--- src/rtl/core/icmpe_pkg.sv ---
package icmpe_pkg;

  // header layout
  localparam int unsigned HdrLen    = 42;
  localparam int unsigned EthLen    = 14;
  localparam int unsigned IpEnd     = 34;

  localparam logic [5:0] PosEtHi    = 6'd12;
  localparam logic [5:0] PosEtLo    = 6'd13;
  localparam logic [5:0] PosIdHi    = 6'd18;
  localparam logic [5:0] PosIdLo    = 6'd19;
  localparam logic [5:0] PosTtl     = 6'd22;
  localparam logic [5:0] PosProto   = 6'd23;
  localparam logic [5:0] PosIpCkHi  = 6'd24;
  localparam logic [5:0] PosIpCkLo  = 6'd25;
  localparam logic [5:0] PosSrcIp   = 6'd26;
  localparam logic [5:0] PosDstIp   = 6'd30;
  localparam logic [5:0] PosType    = 6'd34;
  localparam logic [5:0] PosCode    = 6'd35;
  localparam logic [5:0] PosIcCkHi  = 6'd36;
  localparam logic [5:0] PosIcCkLo  = 6'd37;
  localparam logic [5:0] PosLast    = 6'd41;

  localparam logic [15:0] EtherTypeIpv4 = 16'h0800;
  localparam logic [7:0]  ProtoIcmp     = 8'd1;
  localparam logic [7:0]  IcmpEchoReq   = 8'd8;
  localparam logic [7:0]  IcmpEchoRep   = 8'd0;

  // configuration
  localparam logic       CfgIdxTtl    = 1'b0;
  localparam logic       CfgIdxIdent  = 1'b1;
  localparam logic [7:0]  TtlReset    = 8'd64;
  localparam logic [15:0] IdentReset  = 16'd24851;

  typedef enum logic [1:0] {
    VERDICT_PASS = 2'd0,
    VERDICT_DROP = 2'd1,
    VERDICT_TX   = 2'd2
  } verdict_e;

  typedef struct packed {
    logic [7:0] frame_byte;
    logic       frame_last;
  } in_item_t;

  typedef struct packed {
    logic [7:0] out_byte;
    logic       out_last;
    logic [1:0] verdict;
  } out_item_t;

  // controller to datapath
  typedef struct packed {
    logic collect_wr;
    logic eval_sum;
    logic eval_fold;
    logic out_ld;
    logic pass_ld;
    logic frame_reset;
  } ctrl_cmd_t;

  // datapath to controller
  typedef struct packed {
    logic pos_last;
    logic k_last;
    logic out_free;
    logic frame_last;
  } dp_status_t;

endpackage

--- src/rtl/core/icmpe_ram.sv ---
module icmpe_ram #(
  parameter int unsigned Width = 8,
  parameter int unsigned Depth = 42
) (
  input  logic                     clk_i,
  input  logic                     we_i,
  input  logic [$clog2(Depth)-1:0] waddr_i,
  input  logic [Width-1:0]         wdata_i,
  input  logic [$clog2(Depth)-1:0] raddr_i,
  output logic [Width-1:0]         rdata_o
);

  logic [Width-1:0] mem [Depth];

  // one write port, one registered read port
  always_ff @(posedge clk_i) begin
    if (we_i) begin
      mem[waddr_i] <= wdata_i;
    end
    rdata_o <= mem[raddr_i];
  end

endmodule

--- src/rtl/core/icmpe_dp.sv ---
module icmpe_dp
  import icmpe_pkg::*;
(
  input  logic       clk_i,
  input  logic       rst_ni,
  input  ctrl_cmd_t  cmd_i,
  output dp_status_t status_o,
  input  in_item_t   in_item_i,
  input  logic       out_stall_i,
  output logic       out_valid_o,
  output out_item_t  out_item_o,
  input  logic       cfg_valid_i,
  input  logic       cfg_index_i,
  input  logic [15:0] cfg_data_i
);

  logic [5:0]  pos_q, pos_d;
  logic [5:0]  k_q, k_d;
  logic        last_q;
  logic [19:0] acc_q, acc_d;
  logic [7:0]  et_hi_q, et_lo_q, proto_q, type_q, code_q, ck_hi_q, ck_lo_q;
  logic [7:0]  ttl_q;
  logic [15:0] ident_q;
  logic [1:0]  verdict_q, verdict_d;
  logic [20:0] ip_sum_q;
  logic [17:0] ic_sum_q;
  logic [15:0] ip_ck_q, ic_ck_q;
  logic [16:0] ip_f1, ic_f1, ip_f2, ic_f2;
  logic        out_valid_q;
  out_item_t   out_q;
  logic [5:0]  raddr;
  logic [7:0]  rdata;
  logic [7:0]  sub_byte;
  logic        is_tx;

  // configuration registers
  always_ff @(posedge clk_i or negedge rst_ni) begin
    if (!rst_ni) begin
      ttl_q   <= TtlReset;
      ident_q <= IdentReset;
    end else if (cfg_valid_i) begin
      if (cfg_index_i == CfgIdxTtl) begin
        ttl_q <= cfg_data_i[7:0];
      end else if (cfg_index_i == CfgIdxIdent) begin
        ident_q <= cfg_data_i;
      end
    end
  end

  // header store
  icmpe_ram #(
    .Width(8),
    .Depth(HdrLen)
  ) u_hdr (
    .clk_i  (clk_i),
    .we_i   (cmd_i.collect_wr),
    .waddr_i(pos_q),
    .wdata_i(in_item_i.frame_byte),
    .raddr_i(raddr),
    .rdata_o(rdata)
  );

  // counters and running ip header sum
  always_comb begin
    pos_d = pos_q;
    k_d   = k_q;
    acc_d = acc_q;
    if (cmd_i.collect_wr) begin
      pos_d = pos_q + 6'd1;
      if (pos_q >= 6'(EthLen) && pos_q < 6'(IpEnd) && pos_q != PosIdHi &&
          pos_q != PosIdLo && pos_q != PosTtl && pos_q != PosIpCkHi &&
          pos_q != PosIpCkLo) begin
        if (pos_q[0]) begin
          acc_d = acc_q + {12'd0, in_item_i.frame_byte};
        end else begin
          acc_d = acc_q + {4'd0, in_item_i.frame_byte, 8'd0};
        end
      end
    end
    if (cmd_i.out_ld) begin
      k_d = k_q + 6'd1;
    end
    if (cmd_i.frame_reset) begin
      pos_d = '0;
      k_d   = '0;
      acc_d = '0;
    end
  end

  always_ff @(posedge clk_i or negedge rst_ni) begin
    if (!rst_ni) begin
      pos_q <= '0;
      k_q   <= '0;
      acc_q <= '0;
    end else begin
      pos_q <= pos_d;
      k_q   <= k_d;
      acc_q <= acc_d;
    end
  end

  // capture of the header fields that steer the decision
  always_ff @(posedge clk_i) begin
    if (cmd_i.collect_wr) begin
      last_q <= in_item_i.frame_last;
      case (pos_q)
        PosEtHi:   et_hi_q <= in_item_i.frame_byte;
        PosEtLo:   et_lo_q <= in_item_i.frame_byte;
        PosProto:  proto_q <= in_item_i.frame_byte;
        PosType:   type_q  <= in_item_i.frame_byte;
        PosCode:   code_q  <= in_item_i.frame_byte;
        PosIcCkHi: ck_hi_q <= in_item_i.frame_byte;
        PosIcCkLo: ck_lo_q <= in_item_i.frame_byte;
        default: ;
      endcase
    end
  end

  // classification on the held byte count
  always_comb begin
    if (pos_q < 6'(EthLen)) begin
      verdict_d = VERDICT_DROP;
    end else if ({et_hi_q, et_lo_q} != EtherTypeIpv4) begin
      verdict_d = VERDICT_PASS;
    end else if (pos_q < 6'(IpEnd)) begin
      verdict_d = VERDICT_DROP;
    end else if (proto_q != ProtoIcmp) begin
      verdict_d = VERDICT_PASS;
    end else if (pos_q < 6'(HdrLen)) begin
      verdict_d = VERDICT_DROP;
    end else if (type_q == IcmpEchoReq) begin
      verdict_d = VERDICT_TX;
    end else if (type_q == IcmpEchoRep) begin
      verdict_d = VERDICT_PASS;
    end else begin
      verdict_d = VERDICT_DROP;
    end
  end

  // checksum folds
  assign ip_f1 = {1'b0, ip_sum_q[15:0]} + {12'd0, ip_sum_q[20:16]};
  assign ip_f2 = {1'b0, ip_f1[15:0]} + {16'd0, ip_f1[16]};
  assign ic_f1 = {1'b0, ic_sum_q[15:0]} + {15'd0, ic_sum_q[17:16]};
  assign ic_f2 = {1'b0, ic_f1[15:0]} + {16'd0, ic_f1[16]};

  // decision and checksum sums, then fold and invert
  always_ff @(posedge clk_i or negedge rst_ni) begin
    if (!rst_ni) begin
      verdict_q <= VERDICT_PASS;
    end else if (cmd_i.eval_sum) begin
      verdict_q <= verdict_d;
    end
  end

  always_ff @(posedge clk_i) begin
    if (cmd_i.eval_sum) begin
      ip_sum_q <= {1'b0, acc_q} + {5'd0, ident_q} + {5'd0, ttl_q, 8'd0};
      ic_sum_q <= {2'd0, ~{ck_hi_q, ck_lo_q}} + {2'd0, ~{type_q, code_q}} +
                  {10'd0, code_q};
    end
    if (cmd_i.eval_fold) begin
      ip_ck_q <= ~ip_f2[15:0];
      ic_ck_q <= ~ic_f2[15:0];
    end
  end

  assign is_tx = (verdict_q == VERDICT_TX);

  // read address with the mac and ip address swaps
  always_comb begin
    raddr = k_q;
    if (is_tx) begin
      if (k_q < 6'd6) begin
        raddr = k_q + 6'd6;
      end else if (k_q < 6'd12) begin
        raddr = k_q - 6'd6;
      end else if (k_q >= PosSrcIp && k_q < PosDstIp) begin
        raddr = k_q + 6'd4;
      end else if (k_q >= PosDstIp && k_q < 6'(IpEnd)) begin
        raddr = k_q - 6'd4;
      end
    end
  end

  // field substitution for the echo reply
  always_comb begin
    sub_byte = rdata;
    if (is_tx) begin
      case (k_q)
        PosIdHi:   sub_byte = ident_q[15:8];
        PosIdLo:   sub_byte = ident_q[7:0];
        PosTtl:    sub_byte = ttl_q;
        PosIpCkHi: sub_byte = ip_ck_q[15:8];
        PosIpCkLo: sub_byte = ip_ck_q[7:0];
        PosType:   sub_byte = IcmpEchoRep;
        PosIcCkHi: sub_byte = ic_ck_q[15:8];
        PosIcCkLo: sub_byte = ic_ck_q[7:0];
        default:   sub_byte = rdata;
      endcase
    end
  end

  // output register
  always_ff @(posedge clk_i or negedge rst_ni) begin
    if (!rst_ni) begin
      out_valid_q <= 1'b0;
    end else if (cmd_i.out_ld || cmd_i.pass_ld) begin
      out_valid_q <= 1'b1;
    end else if (!out_stall_i) begin
      out_valid_q <= 1'b0;
    end
  end

  always_ff @(posedge clk_i) begin
    if (cmd_i.out_ld) begin
      out_q.out_byte <= sub_byte;
      out_q.out_last <= last_q && status_o.k_last;
      out_q.verdict  <= verdict_q;
    end else if (cmd_i.pass_ld) begin
      out_q.out_byte <= in_item_i.frame_byte;
      out_q.out_last <= in_item_i.frame_last;
      out_q.verdict  <= verdict_q;
    end
  end

  assign out_valid_o = out_valid_q;
  assign out_item_o  = out_q;

  // status
  assign status_o.pos_last   = (pos_q == PosLast);
  assign status_o.k_last     = ((k_q + 6'd1) == pos_q);
  assign status_o.out_free   = !out_valid_q || !out_stall_i;
  assign status_o.frame_last = last_q;

endmodule

--- src/rtl/core/icmpe_ctrl.sv ---
module icmpe_ctrl
  import icmpe_pkg::*;
(
  input  logic       clk_i,
  input  logic       rst_ni,
  input  logic       in_valid_i,
  input  logic       in_last_i,
  output logic       in_stall_o,
  input  dp_status_t status_i,
  output ctrl_cmd_t  cmd_o
);

  localparam logic [2:0] SCollect = 3'd0;
  localparam logic [2:0] SEvalSum = 3'd1;
  localparam logic [2:0] SEvalFld = 3'd2;
  localparam logic [2:0] SRead    = 3'd3;
  localparam logic [2:0] SLoad    = 3'd4;
  localparam logic [2:0] SPass    = 3'd5;

  logic [2:0] state_q, state_d;
  logic       in_acc;

  // input stall: open while collecting, and in pass-through when the output can take an item
  always_comb begin
    case (state_q)
      SCollect: in_stall_o = 1'b0;
      SPass:    in_stall_o = !status_i.out_free;
      default:  in_stall_o = 1'b1;
    endcase
  end

  assign in_acc = in_valid_i && !in_stall_o;

  // next state and commands
  always_comb begin
    state_d    = state_q;
    cmd_o      = '0;
    case (state_q)
      SCollect: begin
        if (in_acc) begin
          cmd_o.collect_wr = 1'b1;
          if (in_last_i || status_i.pos_last) begin
            state_d = SEvalSum;
          end
        end
      end
      SEvalSum: begin
        cmd_o.eval_sum = 1'b1;
        state_d        = SEvalFld;
      end
      SEvalFld: begin
        cmd_o.eval_fold = 1'b1;
        state_d         = SRead;
      end
      SRead: begin
        if (status_i.out_free) begin
          state_d = SLoad;
        end
      end
      SLoad: begin
        cmd_o.out_ld = 1'b1;
        if (!status_i.k_last) begin
          state_d = SRead;
        end else if (status_i.frame_last) begin
          cmd_o.frame_reset = 1'b1;
          state_d           = SCollect;
        end else begin
          state_d = SPass;
        end
      end
      SPass: begin
        if (in_acc) begin
          cmd_o.pass_ld = 1'b1;
          if (in_last_i) begin
            cmd_o.frame_reset = 1'b1;
            state_d           = SCollect;
          end
        end
      end
      default: begin
        state_d = SCollect;
      end
    endcase
  end

  always_ff @(posedge clk_i or negedge rst_ni) begin
    if (!rst_ni) begin
      state_q <= SCollect;
    end else begin
      state_q <= state_d;
    end
  end

endmodule

--- src/rtl/core/icmp_echo_responder.sv ---
// channel   direction  handshake            payload
// in        input      in_valid_i/stall_o   in_item_t (frame_byte, frame_last)
// out       output     out_valid_o/stall_i  out_item_t (out_byte, out_last, verdict)
// cfg       input      cfg_valid_i/ready_o  cfg_index_i, cfg_data_i
//
// header bytes (up to 42) are taken one per cycle into the header ram,
// then the eval-sum and eval-fold states decide the verdict and fold the checksums.
// each held byte is then emitted by a ram read state and an output load state,
// split for the registered read port; later bytes pass at one per cycle unless out stalls.
// reset clears the controller, counters and output valid; config resets to ttl 64, id 24851.
// out stall holds the output register and, in pass-through, stalls the input.
module icmp_echo_responder
  import icmpe_pkg::*;
(
  input  logic        clk_i,
  input  logic        rst_ni,
  input  logic        in_valid_i,
  output logic        in_stall_o,
  input  in_item_t    in_item_i,
  output logic        out_valid_o,
  input  logic        out_stall_i,
  output out_item_t   out_item_o,
  input  logic        cfg_valid_i,
  output logic        cfg_ready_o,
  input  logic        cfg_index_i,
  input  logic [15:0] cfg_data_i
);

  ctrl_cmd_t  cmd;
  dp_status_t status;

  assign cfg_ready_o = 1'b1;

  // sequencer
  icmpe_ctrl u_ctrl (
    .clk_i     (clk_i),
    .rst_ni    (rst_ni),
    .in_valid_i(in_valid_i),
    .in_last_i (in_item_i.frame_last),
    .in_stall_o(in_stall_o),
    .status_i  (status),
    .cmd_o     (cmd)
  );

  // header store, checksums and output register
  icmpe_dp u_dp (
    .clk_i      (clk_i),
    .rst_ni     (rst_ni),
    .cmd_i      (cmd),
    .status_o   (status),
    .in_item_i  (in_item_i),
    .out_stall_i(out_stall_i),
    .out_valid_o(out_valid_o),
    .out_item_o (out_item_o),
    .cfg_valid_i(cfg_valid_i),
    .cfg_index_i(cfg_index_i),
    .cfg_data_i (cfg_data_i)
  );

endmodule
--- config.mk ---
export PLATFORM = sky130hd
export DESIGN_NAME = icmp_echo_responder
export DESIGN_NICKNAME = d
export VERILOG_FILES = /design/src/rtl/core/icmpe_pkg.sv /design/src/rtl/core/icmpe_ram.sv /design/src/rtl/core/icmpe_dp.sv /design/src/rtl/core/icmpe_ctrl.sv /design/src/rtl/core/icmp_echo_responder.sv
export SDC_FILE = /design/constraint.sdc
export NUM_CORES = 1
export LEC_CHECK = 0
export BUFFER_PORTS_ARGS = -buffer_cell sky130_fd_sc_hd__buf_2
export CAP_MARGIN = 20
export CORE_MARGIN = 3
export CORE_UTILIZATION = 30
export DETAILED_ROUTE_END_ITERATION = 8
export PLACE_DENSITY = 0.49
export RECOVER_POWER = 50
export SYNTH_ARGS = -nofsm -noshare
export SYNTH_HDL_FRONTEND = slang
export SYNTH_HIERARCHICAL = 1
export SYNTH_SLANG_ARGS = --single-unit
--- constraint.sdc ---
create_clock -name clk_i -period 10.2 [get_ports clk_i]
set_input_delay 0.51 -clock clk_i [delete_from_list [all_inputs] [get_ports clk_i]]
set_output_delay 0.51 -clock clk_i [all_outputs]
set_load 0.01 [all_outputs]
Yosys cells after proc, flatten, opt, wreduce, memory -nomap -nowiden
Memories as Yosys holds them, arrays and structs flattened. A register that Yosys moved wholly into a read port is not among the register bits. Index checks and enable logic that the tools add are counted.

$add $sub $neg: 16. Multiply operators: 0. Div/mod/pow operators: 0. Order comparisons: 10. Eq/ne operators: 37. Shift operators: 0. Mux-type cells: 48. Bitwise operators: 5. Reduce and logical (&&, ||, !) cells: 34.

Operators with widths (number): $mux 20 (4); $not 16->16 (4); $pmux 8 s8 (1); $mux 6 (9); $eq 6x6->1 const B (8); $eq 6x5->1 const B (6); $add 16x1->16 (2); $ne 6x5->1 const B (5); $mux 11 (2); $add 20x16->21 (1); $add 21x16->21 (1); $mux 3 (7); $add 20x16->20 (1); $add 20x8->20 (1); $reduce_and 2->1 (10); $add 18x8->18 (1); $lt 6x6->1 const B (3); $pmux 3 s6 (1); $add 16x16->17 (1); $add 16x2->17 (1); $add 16x5->17 (1); $ne 16x12->1 const B (1); $mux 1 (14); $mux 2 (7); 28 further kinds (58).

Register bits: 201. Bits in latches: 0. Bits in writable memories: 336. ROM bits: 0. Input port bits: 31. Memories kept: 1.

Memories: u_dp.u_hdr.mem (words 42, bits a word 8, read ports 1, clocked after memory_dff 1, wr ports 1, line icmpe_ram.sv:13) `logic [Width-1:0] mem [Depth];`.

Longest topological paths before layout
Gate-level depths: netlist (run 1).

Word-level depth: 10. Depth in mapped cells: 17. Depth with buffers taken out: 14.

Hierarchy
Netlist (run 1), hierarchy kept.

Modules (own cells, without submodules): icmpe_ram (instances 1, cells an instance 739, area an instance 13759.4 um2, seq. area each 10249.8 um2); icmpe_dp (instances 1, cells an instance 1139, area an instance 12306.8 um2, seq. area each 5659.2 um2); icmpe_ctrl (instances 1, cells an instance 35, area an instance 299.0 um2, seq. area each 75.1 um2); icmp_echo_responder (instances 1, cells an instance 2, area an instance 11.3 um2, seq. area each 0.0 um2).

Worst setup path before layout (run 1)
OpenSTA, ideal clock, no wires.

Path kind: register to register. Start point: reg u_dp.k_q[3]. End point: reg u_dp.u_hdr.rdata_o[5] (read register of u_dp.u_hdr.mem). Library setup time: 0.142 ns. Data arrival time: 3.698 ns. Data required time: 10.058 ns. Setup slack: 6.360 ns. Cell stages (with the launch flop): 13. Path buffers: 3. Clock period less this slack: 3.840 ns. Path through: dfrtp_1 -> clkbuf_1 -> inv_1 -> ha_1 -> a2111oi_1 -> o21ai_0 -> xnor2_1 -> buf_6 -> clkbuf_1 -> mux4_2 -> mux2_2 -> o211ai_2 -> o41ai_2.

Word-level cells in the longest chain between the ends: 7. Elaborated cells between the ends (all ways): 17. Classes of those cells: 4 x add/sub; 6 x order compare; 5 x mux; 2 x reduce/logical.

RTL lines: start: declaration (line icmpe_dp.sv:18) `logic [5:0] k_q, k_d;`; start signal: assignment (line icmpe_dp.sv:97) `k_q <= k_d;`; $ge 6x5->1 or $lt 6x6->1 (tied branches) (line icmpe_dp.sv:179) `end else if (k_q >= PosDstIp && k_q < 6'(IpEnd)) begin`; $logic_and 1x1->1 (line icmpe_dp.sv:179); $mux 6 (line icmpe_dp.sv:179); $mux 6 (line icmpe_dp.sv:177) `end else if (k_q >= PosSrcIp && k_q < PosDstIp) begin`; $mux 6 (line icmpe_dp.sv:175) `end else if (k_q < 6'd12) begin`; $mux 6 (*) (line icmpe_dp.sv:173) `if (k_q < 6'd6) begin`; $mux 6 (*) (line icmpe_dp.sv:172) `if (is_tx) begin`; net u_dp.raddr[1] (line icmpe_dp.sv:31) `logic [5:0] raddr;`; end: declaration (line icmpe_ram.sv:10) `output logic [Width-1:0] rdata_o`.

The timed path passes the listed nets; every way through them passes the cells marked *. A chain may end at the register's enable or synchronous reset.

Final worst setup path (run 1)
Start point: in in_item_i[2] (netlist name). End point: reg u_dp.acc_q[18].

Word-level cells in the longest chain between the ends: 5. Elaborated cells between the ends (all ways): 6. Classes of those cells: 2 x add/sub; 4 x mux.

RTL lines: start: declaration (line icmp_echo_responder.sv:19) `input in_item_t in_item_i,`; $add 20x16->20 or $add 20x8->20 (tied branches) (line icmpe_dp.sv:76, icmpe_dp.sv:74); $mux 20 (*) (line icmpe_dp.sv:73) `if (pos_q[0]) begin`; $mux 20 (*) (line icmpe_dp.sv:70) `if (pos_q >= 6'(EthLen) && pos_q < 6'(IpEnd) && pos_q != PosIdHi &&`; $mux 20 (*) (line icmpe_dp.sv:68) `if (cmd_i.collect_wr) begin`; $mux 20 (*) (line icmpe_dp.sv:83) `if (cmd_i.frame_reset) begin`; end signal: assignment (line icmpe_dp.sv:94) `acc_q <= '0;`; end signal: assignment (line icmpe_dp.sv:98) `acc_q <= acc_d;`; end: declaration (line icmpe_dp.sv:20) `logic [19:0] acc_q, acc_d;`.

Mark *: on every way between the ends. The rest lies on a longest branch, timed or not. The select of a mux whose other input is x is not followed.

==> reports/metrics.cfg, run 1 <==
[floorplanning]
rows = 108
dieWidth_um = 303
start_util_pct = 30.3
fp.dieH_um = 303
io_pins = 45
coreArea_um2 = 87000
die_area_um2 = 91500

[setup_path]
ff2ff_setup_slack_ns = 5.92
path_class = input pin to flip-flop
critical_path.max_stage_delay_ns = 2.40
worst-path-stages = 11
path_cells = clkbuf_1 -> inv_1 -> fa_1 -> nor2b_1 -> o21ai_0 -> a21boi_0 -> o21ai_0 -> a211oi_1 -> nand4_1 -> xor2_1 -> nor2_1
cp_data_arrival_time_ns = 5.33
cp.required_ns = 10.67
timing.rr.start = u_dp/k_q[3]
rr_worst_depth = 15
cp_common_cell = o21ai_0
path_buf_inv = 2
critPathTopFamily = buffers and inverters
cp_max_fo = 54
end_kind = flip-flop
timing.rr.end = u_dp/u_hdr/rdata_o[2]
cp_slowest_cell = clkbuf_1
worstSetupStartpointType = input pin

[pwr]
finalPower_mw = 7.20
pwr-share-comb_pct = 29.2
pwr-share-clk_pct = 29.3
intPower_mw = 4.82
seqPwrFrac_pct = 41.5
p_sw_mw = 2.38
switching_share_pct = 33.0
powerDensity_nw_per_um2 = 243
ir_worst_vdd_mv = 0.161
power_leakage_nw = 10.7

[cts]
root_buffer = clkbuf_16
cts_sinks = 545
cts_tree = done
hold_buffers = 0
cts_resized = 0
clkLatencyLatePin_ns = 0.61
path_clk_slew_ns = 0.06
cts-buffers-inserted = 57
cts-root-to-sink-buffers = 3
htreeDepth = 2
cts_setup_buffers = 0

[detailed_routing]
finalWirelength_mm = 67.8
routedWlPerCell_um = 21.4
avgViaCountPerCell = 5.02
drt_pass1_iterations = 6
routed-via-count = 15900
ant_nets = 0
route.detailed.drc = 0
drtIter0Drc = 1219

[timing]
drv_slew = 548
setup_tns_ns = 0
max_freq_mhz = 206
worstMarginPinSlew_ns = 3.65
hold_viol = 0
rsz0062_at_grt = false
fin_skew_ns = 0.0181
setup_viol = 0
finalCriticalPeriod_ns = 4.85
maxSlewHeadroom_pct = -143
fin_crit_sh_pct = 47.6
whs_ns = 0.145

[logic_synthesis]
synth_area_leaders = edfxtp_1 (54%), mux2i_1 (5.5%), dfrtp_1 (5.2%)
ys_warn_count = 6
yosysTopAreaCell = edfxtp_1
syn-num-nets = 2066
synthFlopType = edfxtp_1
yosysUniqueCellTypes = 88
synth_top_cell_area_share_pct = 54.1
syn_avg_cell_area_um2 = 13.8
synthCells = 1915
synth_area_um2 = 26400
ys_ff_latch = 545
async_flop_share_pct = 11.4
ys_seq_area_share_pct = 60.6
synth_edf_count = 475

[job]
cap_violations = 12

[min_path]
hold_path_depth = 2
worstHoldEndpoint = u_dp/ident_q[15]
holdCritStartpoint = cfg_data_i[15]
hold_path_class = input pin to flip-flop

[grt]
grt_overflow_total = 0
grt_pass1_wl_mm = 101
grt_pass1_vias = 15500
track_usage_pct = 14.7
grt_antenna_before_repair = 3
grt_max_degree = 63

[finish]
fillers = 8455
drive_above_1_share_pct = 12.5
synthToLayoutAreaGrowth_pct = 12.4
nets = 2115

[place]
dp_hpwl_mm = 46.3
place_congestion = 0.863
port-buffer-count = 43

[status]
status = complete, but fails checks
violations = max-capacitance violations, max-slew violations

routing by layer:
layer | wire length (µm) | global-route usage (%)
met1 | 31800 | 21.2
met3 | 3130 | 1.98
met2 | 31100 | 23.2
met5 | 0 | 0
met4 | 1710 | 3.92
area by class of cell:
cell class	count	area (µm²)	share of cell area [%]
inverters	81	304	1.03
well taps	1155	1450	4.88
clock buffers	71	1560	5.27
repair buffers	77	394	1.33
multi-input cells	1202	9600	32.4
clock inverters	32	347	1.17
diodes	1	2.50	0.00844
flip-flops and latches	545	16000	53.9
sequential cells by signal (all words and copies together), names as in the netlist, 8 cells and up:
name,flops
u_dp/acc_q,20
u_dp/ck_hi_q,8
u_dp/ck_lo_q,8
u_dp/code_q,8
u_dp/et_hi_q,8
u_dp/et_lo_q,8
u_dp/ic_ck_q,16
u_dp/ic_sum_q,18
u_dp/ident_q,16
u_dp/ip_ck_q,16
u_dp/ip_sum_q,21
u_dp/out_item_o,11
u_dp/proto_q,8
u_dp/ttl_q,8
u_dp/type_q,8
u_dp/u_hdr/mem,336
u_dp/u_hdr/rdata_o,8
through the flow:
step                      area, µm²  utilization (%)  std cells  setup slack (ns)
after floorplan               26400                -       1915              6.36
after global placement        27800             31.9       3052              5.87
after detailed placement      27800             31.9       3056              5.64
after CTS                     29700             34.1       3159              5.61
after global routing          29600             34.1       3163              4.67
final                         29600             34.1       3164              5.35
placed cells by master, fill, tap and decap left out, types with 16 or more instances in the layout:
| master | n |
|---|---|
| a21o_1 | 23 |
| a21oi_1 | 73 |
| a221oi_2 | 16 |
| a22o_1 | 16 |
| a22oi_1 | 52 |
| and3_1 | 16 |
| buf_2 | 26 |
| buf_4 | 17 |
| clkbuf_1 | 40 |
| clkbuf_16 | 60 |
| dfrtp_1 | 54 |
| edfxtp_1 | 475 |
| ha_1 | 106 |
| inv_1 | 81 |
| mux2_2 | 34 |
| mux2i_1 | 144 |
| nand2_1 | 84 |
| nand3_1 | 29 |
| nand4_1 | 26 |
| nor2_1 | 114 |
| nor2b_1 | 22 |
| nor3_1 | 28 |
| nor4_1 | 16 |
| o21ai_0 | 60 |
| xnor2_1 | 58 |
| xor2_1 | 50 |
synth_stat cells (all sizes together), types with 16 or more instances:
cell,count
a21o,23
a21oi,76
a221oi,18
a22o,16
a22oi,52
and3,18
buf,49
clkbuf,38
dfrtp,55
edfxtp,475
ha,106
inv,81
mux2,34
mux2i,144
mux4,16
nand2,84
nand3,29
nand4,26
nor2,116
nor2b,24
nor3,28
nor4,16
o211ai,21
o21ai,63
xnor2,59
xor2,50
power by group through the flow:
stage	Sequential (mW)	Clock, mW	Combinational [mW]
floorplan	2.86	0	1.68
global placement	3.03	0	2.07
detailed placement	3.03	0	2.10
CTS	2.99	2.16	2.11
global route	3.02	2.26	2.30
finish	2.99	2.11	2.10
logic make-up (layout without fill, tap and decap cells):
| group | Yosys count | in the layout | synth area share [%] |
|---|---|---|---|
| xor+xnor | 109 | 109 | 3.62 |
| mux | 194 | 194 | 8.31 |
| compound gates | 369 | 369 | 10.4 |
| other cells | 1 | 2 | 0.0142 |
| flops | 545 | 545 | 60.6 |
| buf+inv | 168 | 261 | 3.13 |
| simple gates | 408 | 408 | 7.79 |
| fa+ha+maj | 121 | 121 | 6.13 |
how the worst max path moves through the flow:
stage / slack, ns / startpoint / endpoint
floorplan: 6.36 / u_dp/k_q[3] / u_dp/u_hdr/rdata_o[5]
global placement: 5.87 / u_dp/k_q[3] / u_dp/u_hdr/rdata_o[2]
detailed placement: 5.64 / u_dp/k_q[3] / u_dp/u_hdr/rdata_o[2]
CTS: 5.61 / u_dp/k_q[3] / u_dp/u_hdr/rdata_o[2]
global route: 4.67 / in_item_i[2] / u_dp/acc_q[18]
finish: 5.35 / in_item_i[2] / u_dp/acc_q[18]
(Power assumes the default switching activity.)
==> run 2, diff against run 1 <==
- ABC_AREA: default -> 1
- PLACE_DENSITY: 0.49 -> 0.51
- clock period: 10.2 -> 4.04 ns (I/O delays scaled with it)
==> reports/metrics.cfg, run 2 <==
[timing]
fin_crit_sh_pct = 86.9
rsz0062_at_grt = false
setup_tns_ns = 0  ; unchanged
max_freq_mhz = 285
maxSlewHeadroom_pct = -91.9  ; +51 points
worstMarginPinSlew_ns = 2.88  ; -0.769 ns
hold_viol = 0  ; unchanged
finalCriticalPeriod_ns = 3.51
setup_viol = 0  ; unchanged
fin_skew_ns = 0.0668  ; +0.0487 ns
drv_slew = 455  ; -17%

[cts]
cts_sinks = 545  ; unchanged
cts_setup_buffers = 0  ; unchanged
cts-buffers-inserted = 60  ; +5.3%
cts_tree = done
cts-root-to-sink-buffers = 3  ; unchanged
root_buffer = clkbuf_16
path_clk_slew_ns = 0.07  ; about the same
clkLatencyLatePin_ns = 0.66  ; +0.05 ns
hold_buffers = 20  ; +20
cts_resized = 0  ; unchanged
htreeDepth = 2  ; unchanged

[logic_synthesis]
syn-num-nets = 3043  ; +47%
yosysUniqueCellTypes = 55  ; -38%
synth_commonest_cells = nand2_1 (857), edfxtp_1 (475), nand3_1 (344)
synthCells = 2892  ; +51%
ys_seq_area_share_pct = 57.4  ; -3.2 points
async_flop_share_pct = 11.4  ; unchanged
synth_edf_count = 475  ; unchanged
ys_ff_latch = 545  ; unchanged
synth_most_common_cell = nand2_1
syn_avg_cell_area_um2 = 9.64  ; -30%
yosysTopAreaCell = edfxtp_1
synthFlopType = edfxtp_1
synth_area_leaders = edfxtp_1 (51%), nand2_1 (12%), nand3_1 (6.2%)
ys_warn_count = 6  ; unchanged
synth_area_um2 = 27900  ; +5.6%
synth_top_cell_area_share_pct = 51.2  ; -2.9 points

[floorplanning]
dieWidth_um = 311  ; +2.7%
fp.dieH_um = 311  ; +2.7%
rows = 111  ; +2.8%
start_util_pct = 30.3  ; about the same
io_pins = 45  ; unchanged
die_area_um2 = 96600  ; +5.5%
coreArea_um2 = 91900  ; +5.7%

[pwr]
pwr-share-clk_pct = 30.2  ; +0.9 points
switching_share_pct = 36.2  ; +3.2 points
ir_worst_vdd_mv = 0.368  ; +130%
power_leakage_nw = 12.7  ; +18%
intPower_mw = 11.4  ; +140%
powerDensity_nw_per_um2 = 566  ; +130%
p_sw_mw = 6.51  ; +170%
pwr-share-comb_pct = 30.1  ; +0.9 points
seqPwrFrac_pct = 39.6  ; -1.9 points

[grt]
track_usage_pct = 15.5  ; +0.84 points
grt_pass1_vias = 19800  ; +28%
grt_pass1_wl_mm = 118  ; +16%
grt_overflow_total = 0  ; unchanged
grt_max_degree = 178  ; +180%
grt_antenna_before_repair = 2  ; -1

[min_path]
worstHoldEndpoint = u_ctrl/state_q[0]
holdCritStartpoint = in_valid_i
hold_path_depth = 6  ; +4
hold_path_class = input pin to flip-flop

[setup_path]
ff2ff_setup_slack_ns = 0.53  ; -5.39 ns
timing.rr.start = u_dp/k_q[1]
cp_max_fo = 11  ; -80%
cp_data_arrival_time_ns = 3.97  ; -1.36 ns
path_class = flip-flop to flip-flop
cp.required_ns = 4.50  ; -6.17 ns
rr_worst_depth = 13  ; -2
worstSetupStartpointType = flip-flop
end_kind = flip-flop
timing.rr.end = u_dp/acc_q[3]

[finish]
top_register = u_dp/u_hdr/mem
nets = 3140  ; +48%
n_antenna_cell = 0  ; -1
drive_above_1_share_pct = 7.40  ; -5.1 points
final_common_cell = nand2_1
synthToLayoutAreaGrowth_pct = 13.9
largest_reg_flops = 336  ; unchanged
layout_common_cells = nand2_1 (858), edfxtp_1 (475), nand3_1 (344)
top_regs = u_dp/u_hdr/mem x336, u_dp/ip_sum_q x21, u_dp/acc_q x20
final_cells = 4284  ; +35%

[detailed_routing]
route.detailed.drc = 0  ; unchanged
finalWirelength_mm = 76.5  ; +13%
routedWlPerCell_um = 17.9  ; -17%
routed-via-count = 20400  ; +28%
drtIter0Drc = 1668  ; +37%
ant_nets = 0  ; unchanged
drt_pass1_iterations = 5  ; -1
avgViaCountPerCell = 4.75  ; -5.3%

[status]
violations = max-capacitance violations, max-slew violations
status = complete, but fails checks

[place]
post-place-cells = 4150  ; +36%
dp_hpwl_mm = 52.8  ; +14%
place_congestion = 0.860  ; -0.24%
port-buffer-count = 43  ; unchanged

[job]
cap_violations = 11  ; -1

==> run 2: cell types whose count changed after synthesis, sizes merged, moves of 18 or more <==
cell	change
nand2	+780
o21ai	+45
a21o	-20
a221oi	-18
xnor2	-38
and3	-18
a22oi	-51
nand3	+319
inv	+177
nand4	+22
mux2	-27
nor2b	-24
nor2	+113
mux2i	-144
==> run 2: worst max path at each step <==
stage	start	to
5_1_grt	u_dp/k_q[1]	u_dp/acc_q[3]
6_report	u_dp/k_q[1]	u_dp/acc_q[3]
4_1_cts	u_dp/k_q[1]	u_dp/acc_q[4]
3_3_place_gp	u_dp/k_q[1]	u_dp/acc_q[13]
3_5_place_dp	u_dp/k_q[1]	u_dp/acc_q[2]
2_1_floorplan	u_ctrl/state_q[2]	u_dp/verdict_q[1]
==> run 2: cell type report <==
| cell class | instances | area, µm² |
|---|---|---|
| inverters | 260 | 978 |
| clock inverters | 38 | 377 |
| clock buffers | 76 | 1610 |
| fillers | 9495 | 60200 |
| well taps | 1243 | 1560 |
| repair buffers | 125 | 843 |
| flip-flops and latches | 545 | 16000 |
| multi-input cells | 1997 | 10400 |
==> run 2: critical path, cell delays in order, from the launching register on <==
cell,delay [ns]
dfrtp_1,0.68
ha_1,0.33
nand4_1,0.15
xor2_1,0.24
xor2_1,0.16
nand4_1,0.18
inv_1,0.16
nand3_1,0.11
o21ai_2,0.20
clkinv_1,0.38
nand2_2,0.29
nand2_1,0.25
nand2_1,0.11
o21ai_0,0.08
==> run 2: cells by family after synthesis <==
| group | after synthesis | synth area share (%) |
|---|---|---|
| AOI/OAI and AO/OA | 240 | 4.86 |
| xor gates and xnor gates | 73 | 2.32 |
| adders and majority gates | 120 | 5.77 |
| buffers and inverters | 350 | 5.50 |
| DFF | 545 | 57.4 |
| muxes | 7 | 0.283 |
| other | 1 | 0.0135 |
| and+or+nand+nor | 1556 | 23.9 |
==> run 2: power groups by stage <==
stage / clock network, mW / logic [mW] / registers, mW
6_report: 5.43 / 5.41 / 7.12
5_1_grt: 5.81 / 6.10 / 7.16
4_1_cts: 5.57 / 5.48 / 7.10
3_5_place_dp: 0 / 5.43 / 7.20
3_3_place_gp: 0 / 5.46 / 7.22
2_1_floorplan: 0 / 3.94 / 7.05
==> run 2: through the flow <==
step / cell area, µm² / setup slack [ns] / utilization [%] / power (mW) / hold WS (ns)
after floorplan: 27900 / 0.00717 / - / 11.0 / -0.0936
final: 31700 / 0.528 / 34.5 / 18.0 / 0.0569
after global placement: 29600 / 0.612 / 32.2 / 12.7 / 0.298
after detailed placement: 29600 / 0.556 / 32.2 / 12.6 / 0.298
after CTS: 31800 / 0.492 / 34.6 / 18.2 / 0.0142
after global routing: 31700 / 0.180 / 34.5 / 19.1 / 0.0618
==> run 2: metal layers <==
layer | track usage, % | vias up | wire [µm]
met1 | 21.1 | 9711 | 35000
met5 | 0 | - | 0
met4 | 5.31 | 0 | 2470
met3 | 2.36 | 139 | 3350
met2 | 25.3 | 477 | 35600
li1 | - | 10000 | -
==> run 3, diff against run 2 <==
- CORE_MARGIN: 3 -> default
==> reports/metrics.cfg, run 3 (synthesis results as in run 2) <==
[floorplanning]
fp.dieH_um = 307  ; -1.3%
die_area_um2 = 94100  ; -2.6%
coreArea_um2 = 91800  ; -0.15%
dieWidth_um = 307  ; -1.3%
io_pins = 45  ; unchanged
rows = 111  ; unchanged
start_util_pct = 30.4  ; +0.046 points

[finish]
top_regs = u_dp/u_hdr/mem x336, u_dp/ip_sum_q x21, u_dp/acc_q x20
final_common_cell = nand2_1
layout_common_cells = nand2_1 (858), edfxtp_1 (475), nand3_1 (344)
largest_reg_flops = 336  ; unchanged
top_register = u_dp/u_hdr/mem
n_antenna_cell = 0  ; unchanged
synthToLayoutAreaGrowth_pct = 13.0
drive_above_1_share_pct = 6.66  ; -0.74 points
nets = 3121  ; -0.61%

[place]
port-buffer-count = 43  ; unchanged
dp_hpwl_mm = 52.2  ; -1.1%
place_congestion = 0.876  ; +1.8%
post-place-ws_ns = 0.601  ; +0.0454 ns

[pwr]
ir_worst_vdd_mv = 0.433  ; +18%
finalPower_mw = 17.9  ; -0.33%
powerDensity_nw_per_um2 = 568  ; +0.43%
power_leakage_nw = 12.5  ; -1.0%

[status]
violations = max-capacitance violations, max-slew violations
status = complete, but fails checks

[detailed_routing]
drt_pass1_iterations = 6  ; +1
ant_nets = 0  ; unchanged
finalWirelength_mm = 76.3  ; -0.22%
routed-via-count = 20200  ; -0.56%
drtIter0Drc = 1438  ; -14%
route.detailed.drc = 0  ; unchanged
routedWlPerCell_um = 17.9  ; +0.27%
avgViaCountPerCell = 4.75  ; about the same

[timing]
max_freq_mhz = 281  ; -1.4%
fin_skew_ns = 0.0302  ; -0.0365 ns
maxSlewHeadroom_pct = -79.8  ; +12 points
finalCriticalPeriod_ns = 3.56  ; +0.0512 ns
hold_viol = 0  ; unchanged
worst_slack_ns = 0.476  ; -0.0512 ns
drv_slew = 464  ; +2.0%
setup_tns_ns = 0  ; unchanged
fin_crit_sh_pct = 88.2  ; +1.3 points
setup_viol = 0  ; unchanged
worstMarginPinSlew_ns = 2.70  ; -0.182 ns
rsz0062_at_grt = false

[min_path]
hold_path_class = input pin to flip-flop
hold_path_depth = 6  ; unchanged

[cts]
cts_tree = done
path_clk_slew_ns = 0.06  ; about the same
htreeDepth = 2  ; unchanged
cts_sinks = 545  ; unchanged
cts-root-to-sink-buffers = 3  ; unchanged
cts-buffers-inserted = 60  ; unchanged
clkLatencyLatePin_ns = 0.62  ; -0.04 ns
root_buffer = clkbuf_16

[setup_path]
worstSetupStartpointType = flip-flop
rr_worst_depth = 8  ; -5
cp_max_fo = 15  ; +4
end_kind = flip-flop
cp_data_arrival_time_ns = 3.80  ; -0.17 ns
path_class = flip-flop to flip-flop
cp.required_ns = 4.28  ; -0.22 ns

[job]
cap_violations = 11  ; unchanged

[grt]
grt_antenna_before_repair = 4  ; +2
grt_pass1_wl_mm = 118  ; about the same
grt_pass1_vias = 19700  ; -0.53%
grt_overflow_total = 0  ; unchanged
grt_max_degree = 178  ; unchanged
track_usage_pct = 16.2  ; +0.65 points

## run 3: cell types whose count changed in the layout (fill, tap and decap cells not counted), moves of 2 or more
| cell | previous run | this run |
|---|---|---|
| clkinv_1 | 11 | 9 |
| clkbuf_1 | 49 | 55 |
| buf_4 | 42 | 30 |
| clkinv_2 | 8 | 10 |
| buf_12 | 4 | 2 |
| clkinv_4 | 3 | 1 |
| inv_6 | 5 | 2 |
| clkinv_16 | 2 | 0 |
| clkinvlp_4 | 7 | 5 |
| clkbuf_8 | 5 | 1 |
## run 3: path summary, 6_finish.rpt
kind                            slack (ns)                    end               from
worst max-delay path                  0.48  u_dp/u_hdr/mem[18][6]  u_ctrl/state_q[0]
worst min-delay path                  0.09      u_ctrl/state_q[2]         in_valid_i
worst max register to register        0.48  u_dp/u_hdr/mem[18][6]  u_ctrl/state_q[0]
worst min register to register        0.52     u_dp/out_item_o[1]  u_dp/verdict_q[1]
max in group asynchronous             1.61            u_dp/k_q[0]             rst_ni
min in group asynchronous             0.59          u_dp/ttl_q[5]             rst_ni
## run 3: power breakdown
part / internal (mW) / leakage, nW / switching [mW]
combinational: 1.59 / 6.47 / 3.84
clock: 3.08 / 0.912 / 2.25
sequential: 6.73 / 5.15 / 0.418
## run 3: worst max-delay path: stages (launching register included)
cell	delay, ns
dfrtp_1	0.49
nor2_4	0.17
nand2_1	0.15
nand2_4	0.11
nand2_4	0.07
nor3_2	0.10
clkbuf_1	0.64
nand3_1	0.50
nor2_1	0.92
## run 3: area by class of cell
type                    instances  area [µm²]
fillers                      9352       60300
multi-input cells            1997       10400
well taps                    1243        1560
inverters                     260         978
clock buffers                  81        1590
repair buffers                106         687
flip-flops and latches        545       16000
clock inverters                31         307
## run 3: repair_timing
item,4_1_cts,5_1_grt
gates resized for setup,0,0
hold endpoints to repair,50,0
endpoints found under the setup margin,0,0
hold buffers,19,0
setup buffers,0,0
## run 3: layer usage
| layer | GRT usage (%) | part of all wire [%] |
|---|---|---|
| met4 | 3.90 | 2.2 |
| met2 | 27.2 | 47 |
| met5 | 0 | 0.059 |
| met1 | 22.0 | 46 |
| met3 | 1.99 | 4.5 |
## run 3: metrics by stage
| step | cells | hold slack [ns] | utilization [%] | area (µm²) |
|---|---|---|---|---|
| 6_report | 4263 | 0.0881 | 34.3 | 31500 |
| 4_1_cts | 4263 | 0.00924 | 34.4 | 31600 |
| 5_1_grt | 4263 | 0.104 | 34.3 | 31500 |
| 3_5_place_dp | 4132 | 0.286 | 32.1 | 29500 |
| 2_1_floorplan | 2892 | -0.0936 | - | 27900 |
| 3_3_place_gp | 4132 | 0.294 | 32.1 | 29500 |
